--- config.mk ---
export PLATFORM = sky130hd
export DESIGN_NAME = rshs_cordic
export DESIGN_NICKNAME = d
export VERILOG_FILES = /design/src/rtl/real_spherical_harmonic_sample_assert.svh /design/src/rtl/rshs_pkg.sv /design/src/rtl/rshs_cordic.sv
export SDC_FILE = /design/constraint.sdc
export NUM_CORES = 2
export LEC_CHECK = 0
export BUFFER_PORTS_ARGS = -buffer_cell sky130_fd_sc_hd__buf_2
export CAP_MARGIN = 5
export CORE_MARGIN = 3
export CORE_UTILIZATION = 40
export DETAILED_ROUTE_END_ITERATION = 6
export PLACE_DENSITY = 0.57
export SLEW_MARGIN = 0
export SYNTH_ARGS = -nofsm -noshare
export SYNTH_HDL_FRONTEND = slang
export SYNTH_SLANG_ARGS = --single-unit
export TNS_END_PERCENT = 20
--- constraint.sdc ---
create_clock -name clk -period 4.4 [get_ports clk]
set_input_delay 0.88 -clock clk [delete_from_list [all_inputs] [get_ports clk]]
set_output_delay 0.88 -clock clk [all_outputs]
set_load 0.05 [all_outputs]
--- src/rtl/real_spherical_harmonic_sample_assert.svh ---
// assertion macros for the spherical harmonic sampler
// used by real_spherical_harmonic_sample.sv, no other dependencies
`ifndef REAL_SPHERICAL_HARMONIC_SAMPLE_ASSERT_SVH
`define REAL_SPHERICAL_HARMONIC_SAMPLE_ASSERT_SVH

// same-cycle implication, checked out of reset
`define RSHS_ASSERT_IMP(label, clk, rst_n, ante, cons) \
    label: assert property (@(posedge clk) disable iff (!rst_n) (ante) |-> (cons)) \
        else $error("rshs check failed");

// next-cycle implication, checked out of reset
`define RSHS_ASSERT_NXT(label, clk, rst_n, ante, cons) \
    label: assert property (@(posedge clk) disable iff (!rst_n) (ante) |=> (cons)) \
        else $error("rshs check failed");

`endif

--- src/rtl/rshs_pkg.sv ---
// shared constants, types and tables of the spherical harmonic sampler
// no dependencies; used by every module of the block but rshs_mul
package rshs_pkg;

    localparam int BAND_COUNT   = 8;
    localparam int ANGLE_BITS   = 16;
    localparam int CORDIC_STEPS = 16;

    // cordic datapath width, room for gain growth and the angle residue
    localparam int CORDIC_W = 34;

    localparam logic signed [CORDIC_W-1:0] CORDIC_GAIN = 34'sd652032874;
    localparam logic signed [CORDIC_W-1:0] ONE_Q30     = 34'sd1073741824;
    localparam logic signed [63:0]         ONE_Q32     = 64'sd4294967296;
    localparam logic signed [63:0]         SQRT2_Q30   = 64'sd1518500250;
    localparam logic [63:0]                INV4PI_Q40  = 64'd87496355274;

    // arctangents as truncated fractions of a turn
    localparam logic [31:0] ATAN_TURN [30] = '{
        32'h20000000, 32'h12E4051D, 32'h09FB385B, 32'h051111D4, 32'h028B0D43,
        32'h0145D7E1, 32'h00A2F61E, 32'h00517C55, 32'h0028BE53, 32'h00145F2E,
        32'h000A2F98, 32'h000517CC, 32'h00028BE6, 32'h000145F3, 32'h0000A2F9,
        32'h0000517C, 32'h000028BE, 32'h0000145F, 32'h00000A2F, 32'h00000517,
        32'h0000028B, 32'h00000145, 32'h000000A2, 32'h00000051, 32'h00000028,
        32'h00000014, 32'h0000000A, 32'h00000005, 32'h00000002, 32'h00000001
    };

    // rounded 2^32/k, Q0.32
    localparam logic signed [63:0] RECIP_Q32 [8] = '{
        64'sd0, 64'sd0, 64'sd2147483648, 64'sd1431655765, 64'sd1073741824,
        64'sd858993459, 64'sd715827883, 64'sd613566757
    };

    // pipeline shape
    localparam int MUL_LAT    = 2;
    localparam int PHASE_LAT  = MUL_LAT + 1;
    localparam int PMM_STEPS  = BAND_COUNT - 1;
    localparam int REC_STEPS  = (BAND_COUNT > 2) ? BAND_COUNT - 2 : 0;
    localparam int LEG_PHASES = PMM_STEPS + 1 + 2 * REC_STEPS;
    localparam int LEG_LAT    = LEG_PHASES * PHASE_LAT;
    localparam int CORDIC_LAT = CORDIC_STEPS + 2;
    localparam int TOTAL_LAT  = 1 + CORDIC_LAT + LEG_LAT + 2 * MUL_LAT + 1;

    // per-word control that rides along the pipeline
    typedef struct packed {
        logic       valid;
        logic       invalid;
        logic       order_zero;
        logic       order_neg;
        logic [2:0] band;
        logic [2:0] mag;
    } side_t;

    // legendre recurrence state, all Q31.32
    typedef struct packed {
        side_t              side;
        logic signed [63:0] x;
        logic signed [63:0] s;
        logic signed [63:0] pmm;
        logic signed [63:0] pmp1m;
        logic signed [63:0] diff;
    } leg_t;

    typedef logic [63:0][63:0] norm_tab_t;

    function automatic logic [63:0] fact(input int n);
        logic [63:0] f;
        f = 64'd1;
        for (int k = 2; k <= 14; k++)
        begin
            if (k <= n)
            begin
                f = f * 64'(k);
            end
        end
        return f;
    endfunction

    // K(l,m) in Q2.60, evaluated at elaboration only
    function automatic logic [63:0] norm_q60(input int l, input int m);
        logic [63:0] num;
        logic [63:0] den;
        logic [63:0] q;
        logic [63:0] r;
        logic [63:0] n;
        logic [63:0] res;
        logic [63:0] bit_v;
        int          e;
        int          half;
        int          lm;
        num = 64'(2 * l + 1) * fact(l - m) * INV4PI_Q40;
        lm  = (l + m < 15) ? l + m : 14;
        den = fact(lm);
        q   = '0;
        r   = '0;
        // restoring long division
        for (int b = 63; b >= 0; b--)
        begin
            r = {r[62:0], num[b]};
            if (r >= den)
            begin
                r    = r - den;
                q[b] = 1'b1;
            end
        end
        // extend the quotient to an even exponent with 60+ bits
        e = 40;
        for (int it = 0; it < 160; it++)
        begin
            if ((q < (64'd1 << 60) || e[0]) && e < 200)
            begin
                r = r << 1;
                q = q << 1;
                if (r >= den)
                begin
                    r    = r - den;
                    q[0] = 1'b1;
                end
                e = e + 1;
            end
        end
        // integer square root
        n     = q;
        res   = '0;
        bit_v = 64'd1 << 62;
        for (int it = 0; it < 32; it++)
        begin
            if (bit_v > n)
            begin
                bit_v = bit_v >> 2;
            end
        end
        for (int it = 0; it < 32; it++)
        begin
            if (bit_v != 64'd0)
            begin
                if (n >= res + bit_v)
                begin
                    n   = n - (res + bit_v);
                    res = (res >> 1) + bit_v;
                end
                else
                begin
                    res = res >> 1;
                end
                bit_v = bit_v >> 2;
            end
        end
        half = e >> 1;
        if (half <= 60)
        begin
            return res << (60 - half);
        end
        if (half - 60 < 64)
        begin
            return res >> (half - 60);
        end
        return 64'd0;
    endfunction

    function automatic norm_tab_t build_norm_tab();
        norm_tab_t t;
        for (int l = 0; l < 8; l++)
        begin
            for (int m = 0; m < 8; m++)
            begin
                t[l * 8 + m] = (m <= l) ? norm_q60(l, m) : 64'd0;
            end
        end
        return t;
    endfunction

    // normalization rom indexed by {band, |order|}
    localparam norm_tab_t NORM_TAB = build_norm_tab();

endpackage

--- src/rtl/rshs_cordic.sv ---
// pipelined rotation cordic: cos and sin of a 32-bit turn fraction in Q1.30
// depends on rshs_pkg for the gain, width and arctangent table
module rshs_cordic (
    input  logic               clk,
    input  logic [31:0]        turn,
    output logic signed [31:0] cos_val,
    output logic signed [31:0] sin_val
);

    localparam int CW = rshs_pkg::CORDIC_W;
    localparam int N  = rshs_pkg::CORDIC_STEPS;

    typedef struct packed {
        logic signed [CW-1:0] x;
        logic signed [CW-1:0] y;
        logic signed [CW-1:0] z;
        logic                 flip;
    } rot_t;

    rot_t                 rot_reg [N+1];
    logic                 flip;
    logic [31:0]          a_turn;
    logic signed [CW-1:0] x_cl;
    logic signed [CW-1:0] y_cl;
    logic signed [31:0]   cos_reg;
    logic signed [31:0]   sin_reg;

    // fold the second and third quarter by half a turn
    assign flip   = turn[31] ^ turn[30];
    assign a_turn = flip ? turn - 32'h8000_0000 : turn;

    always_ff @(posedge clk)
    begin
        rot_reg[0].x    <= rshs_pkg::CORDIC_GAIN;
        rot_reg[0].y    <= '0;
        rot_reg[0].z    <= CW'($signed(a_turn));
        rot_reg[0].flip <= flip;
    end

    // one micro-rotation per stage
    for (genvar k = 0; k < N; k++)
    begin : g_step
        localparam logic signed [CW-1:0] ANG = CW'(rshs_pkg::ATAN_TURN[k]);
        logic signed [CW-1:0] dx;
        logic signed [CW-1:0] dy;

        assign dx = $signed(rot_reg[k].y) >>> k;
        assign dy = $signed(rot_reg[k].x) >>> k;

        always_ff @(posedge clk)
        begin
            rot_reg[k+1].flip <= rot_reg[k].flip;
            if (!rot_reg[k].z[CW-1])
            begin
                rot_reg[k+1].x <= rot_reg[k].x - dx;
                rot_reg[k+1].y <= rot_reg[k].y + dy;
                rot_reg[k+1].z <= rot_reg[k].z - ANG;
            end
            else
            begin
                rot_reg[k+1].x <= rot_reg[k].x + dx;
                rot_reg[k+1].y <= rot_reg[k].y - dy;
                rot_reg[k+1].z <= rot_reg[k].z + ANG;
            end
        end
    end

    // clamp to [-1, 1]
    always_comb
    begin
        x_cl = rot_reg[N].x;
        y_cl = rot_reg[N].y;
        if (x_cl > rshs_pkg::ONE_Q30)
        begin
            x_cl = rshs_pkg::ONE_Q30;
        end
        if (x_cl < -rshs_pkg::ONE_Q30)
        begin
            x_cl = -rshs_pkg::ONE_Q30;
        end
        if (y_cl > rshs_pkg::ONE_Q30)
        begin
            y_cl = rshs_pkg::ONE_Q30;
        end
        if (y_cl < -rshs_pkg::ONE_Q30)
        begin
            y_cl = -rshs_pkg::ONE_Q30;
        end
    end

    // undo the fold
    always_ff @(posedge clk)
    begin
        cos_reg <= rot_reg[N].flip ? 32'(-x_cl) : 32'(x_cl);
        sin_reg <= rot_reg[N].flip ? 32'(-y_cl) : 32'(y_cl);
    end

    assign cos_val = cos_reg;
    assign sin_val = sin_reg;

endmodule

# Word level (Yosys, flattened, before mapping)
# Memories as Yosys holds them, arrays and structs flattened.
# Index checks and enable logic that the tools add are counted.
[word_totals]
register_bits = 64
wordCells = 241
ramBits = 1751
memories = 1
input_bits = 33
out_inout_bits = 64
[op_classes]
mux = 87
add_sub_neg = 98
n_bitwise = 49
n_lt_le_gt_ge = 4
[memory_table]
columns = ["memory", "depth", "width", "rd", "rd_ports_with_merged_regs", "wr", "line", "text"]
rows = [
  ["rot_reg", 17, 103, 17, 0, 17, "rshs_cordic.sv:20", "rot_t rot_reg [N+1];"],
]
[ops]
columns = ["cell", "n"]
rows = [
  ["$mux W34", 50],
  ["$mux W32", 5],
  ["$add A34 B19 Y34", 2],
  ["$add A34 B20 Y34", 2],
  ["$add A34 B21 Y34", 2],
  ["$add A34 B22 Y34", 2],
  ["$add A34 B23 Y34", 2],
  ["$add A34 B24 Y34", 2],
  ["$add A34 B25 Y34", 2],
  ["$add A34 B26 Y34", 2],
  ["$add A34 B27 Y34", 2],
  ["$add A34 B28 Y34", 2],
  ["$add A34 B29 Y34", 2],
  ["$add A34 B30 Y34", 2],
  ["$add A34 B31 Y34", 2],
  ["$add A34 B32 Y34", 2],
  ["$add A34 B33 Y34", 2],
  ["$gt A34 B32 Y1 const B", 2],
  ["$lt A34 B31 Y1 const B", 2],
  ["$sub A34 B19 Y34", 2],
  ["$sub A34 B20 Y34", 2],
  ["$sub A34 B21 Y34", 2],
  ["$sub A34 B22 Y34", 2],
  ["$sub A34 B23 Y34", 2],
  ["49 further kinds", 139],
]

# Longest topological paths before layout
# An unclocked memory read counts as a cell.
[logic_depth]
word_depth = 7
depth_mapped = 22

# Worst setup path before layout
# OpenSTA, ideal clock, no wires.
[synth_path]
path_type = "reg2reg"
from = "memory rot_reg[5][74] (netlist bit)"
to = "memory rot_reg[6][68] (netlist bit)"
setup_slack_ns = -0.260
path_stages_with_launch = 22
synth_period_minus_slack_ns = 4.660
path_buffers = 0
arrival_time_ns = 4.546
required_ns = 4.286
cell_sequence = "dfxtp_1 -> inv_1 -> ha_1 -> nand2b_1 -> or4_1 -> nor3b_1 -> and2_1 -> nor4b_1 -> nor2_1 -> xnor2_1 -> ha_1 -> a21oi_1 -> o21ai_0 -> a21o_1 -> a21o_1 -> a21oi_1 -> inv_1 -> a21oi_1 -> a31oi_1 -> o41ai_1 -> mux2i_1 -> a2111oi_0"
[synth_rtl]
columns = ["element", "line"]
rows = [
  ["from (decl)", "rshs_cordic.sv:20"],
]

==> reports/results.tsv <==
metric	value	unit
status	complete, no violations	
drt_wl_total	302200	um
setup_violations	0	
crit_arrival	5100	ps
relSlewSlack	0.3925	
post_drt_wl_per_cell	16.64	um
boundaryPins	97	
cp_num_buf_inv	5	
port_buffers	96	
cp-start-kind	flop	
synth_top_area_cell	dfxtp_1	
synthFlopType	dfxtp_1	
postCtsHoldBufs	0	
core.rowCount	194	
synth-edff-count	0	
fp.dieW	536.6	um
finalNonFillerCells	18161	
path_clk_slew	60	ps
grt_pass1_wl	482700	um
synth_area	0.1126	sq mm
period_needed	4388	ps
layout_common_cells	dfxtp_1, ha_1, a21oi_1, xnor2_1, nor2_1	
setup_tns	0	ps
max_freq	227.9	MHz
drive_gt1_frac	0.1273	
fin_crit_sh	0.9973	
worstPathMaxFanout	3	
antenna_found_initial	1	
maxCapViolCount	0	
layout.nets	15759	
cp-end-kind	flop	
cp.required	5110	ps
ys_seq_area_frac	0.2814	
yosys_warnings	0	
dp_hpwl	246000	um
critPathTopFamily	compound AO/OA/AOI/OAI gates	
cts_max_path_buffers	4	
drt-vias-per-instance	5.286	
report.final.slew_viol_count	0	
grt_setup_unrepaired	true	
ant_nets	0	
r2r_slack	10	ps
first_iter_violations	4856	
start_util	0.4024	
crit_chain	inv_2, ha_4, nand2b_4, or4_4, nor3b_2, buf_4, nor2_2, xnor2_1, ha_1, a21o_1, a211oi_2, or3b_4, o21ai_4, buf_6, a21oi_4, o21ai_2, buf_6, a31oi_4, o41ai_2, buf_4, mux2i_4, a2111oi_4	
finClkSkew	45.81	ps
ys_ff_latch	1583	
grt_max_degree	60	
grt_pass1_vias	91949	
hold_path.class	in -> reg	
crit_type	reg -> reg	
dieArea	0.2880	sq mm
drc_errors	0	
dp.cells	17793	
area_delta_synth_final	18.15	%
cpMaxStageDelayCell	or4_4	
syn_nets	14696	
hold_viol_final	0	
dr.pass1.iters	5	
async_reset_ff_frac	0	
netlist.area_leader.share	0.2814	
core_area	0.2799	sq mm
critPathMaxStageDelay	530	ps
clockRootBuffer	clkbuf_16	
largest_register_ffs	1519	
cts_tree	built	
clock_sinks	1583	
grt-ovfl-total	0	
synth.area.top_cells	dfxtp_1, ha_1, xnor2_1	
synth.distinct_cells	94	
grtUsageTotal	0.2020	
fp.dieH	536.6	um
syn_area_per_cell	8.518	sq um
dr_total_vias	95997	
worstMarginPinSlew	905.8	ps
clock_latency	850	ps
hold_slack	143.3	ps
netlist_instances	13221	
cts-buffers-inserted	189	
finalWeightedCongestion	0.9084	
htreeDepth	4	
final_common_cell	dfxtp_1	
[routing by layer]
layer  vias to the layer above  GRT usage  part of all wire
met1                     44447     0.2473              0.44
li1                      49846          -                 -
met5                         -          0                 0
met4                         0    0.05297             0.027
met2                      1293     0.3754              0.50
met3                       411    0.01838             0.028
[final timing paths]
| path | from | to | cells past startpoint |
|---|---|---|---|
| min | turn[2] | rot_reg[0][3]$_DFF_P_ | 1 |
| min reg2reg | rot_reg[0][7]$_DFF_P_ | rot_reg[1][7]$_DFF_P_ | 0 |
| max | rot_reg[5][75]$_DFF_P_ | rot_reg[6][68]$_DFF_P_ | 22 |
| max reg2reg | rot_reg[5][75]$_DFF_P_ | rot_reg[6][68]$_DFF_P_ | 22 |
[synth_stat cells (44+ instances only)]
cell and count:
nand2b_1 211, o211ai_1 68, dfxtp_1 1583, o41ai_1 44, a21oi_1 1420, a31oi_1 150, a21boi_0 60, nor3b_1 45
nand4_1 102, o21bai_1 154, o21ai_0 603, a21o_1 700, nand3_1 209, and3_1 134, nor4_1 91, fa_1 44
nor2_1 1194, ha_1 1398, inv_1 568, nand2_1 603, xnor2_1 1207, mux2i_1 69, nor3_1 370, clkbuf_1 148
nor2b_1 189, and2_1 93, o31ai_1 61, a211oi_1 107, xor2_1 607, or3_1 89, o21a_1 224
[worst reg2reg max path, delay by kind of cell, from the launching register on]
family,cells,cell delay (ps)
fa+ha+maj,2,460
xor+xnor,1,140
compound gates,8,1390
simple gates,5,1240
mux,1,70
buf+inv,5,650
flops,1,320
[stage by stage]
stage                     setup slack (ps)  cell area (sq um)  utilization
final                                11.69             133100       0.4754
after global routing                -224.3             133100       0.4754
after CTS                           -132.2             131400       0.4694
after detailed placement            -607.5             124300       0.4440
after global placement              -440.1             124300       0.4440
after floorplan                     -102.9             112600            -
[layout make-up]
class,count,area (sq um)
multi-input cells,10873,79780
inverters,572,2151
clock inverters,88,1425
flip-flops and latches,1583,31730
fillers,27421,146800
well taps,3724,4659
clock buffers,254,5448
repair buffers,1065,7870
diodes,2,5.005
[logic make-up after synthesis]
kind of cell	count (synthesis)	synth area share
adders and majority gates	1442	0.1631
xor gates and xnor gates	1814	0.1411
muxes	111	0.01033
and+or+nand+nor	3518	0.1530
buffers and inverters	765	0.02565
DFF	1583	0.2814
AOI/OAI and AO/OA	3988	0.2254
[what timing repair did]
action,CTS,global route
gates resized for setup,52,329
pin swaps,13,131
gates cloned,0,0
endpoints found under the setup margin,36,174
setup buffers,2,22
Power is not shown: default switching activity piles up to over one toggle a cycle in this logic, so the estimate is an artifact.
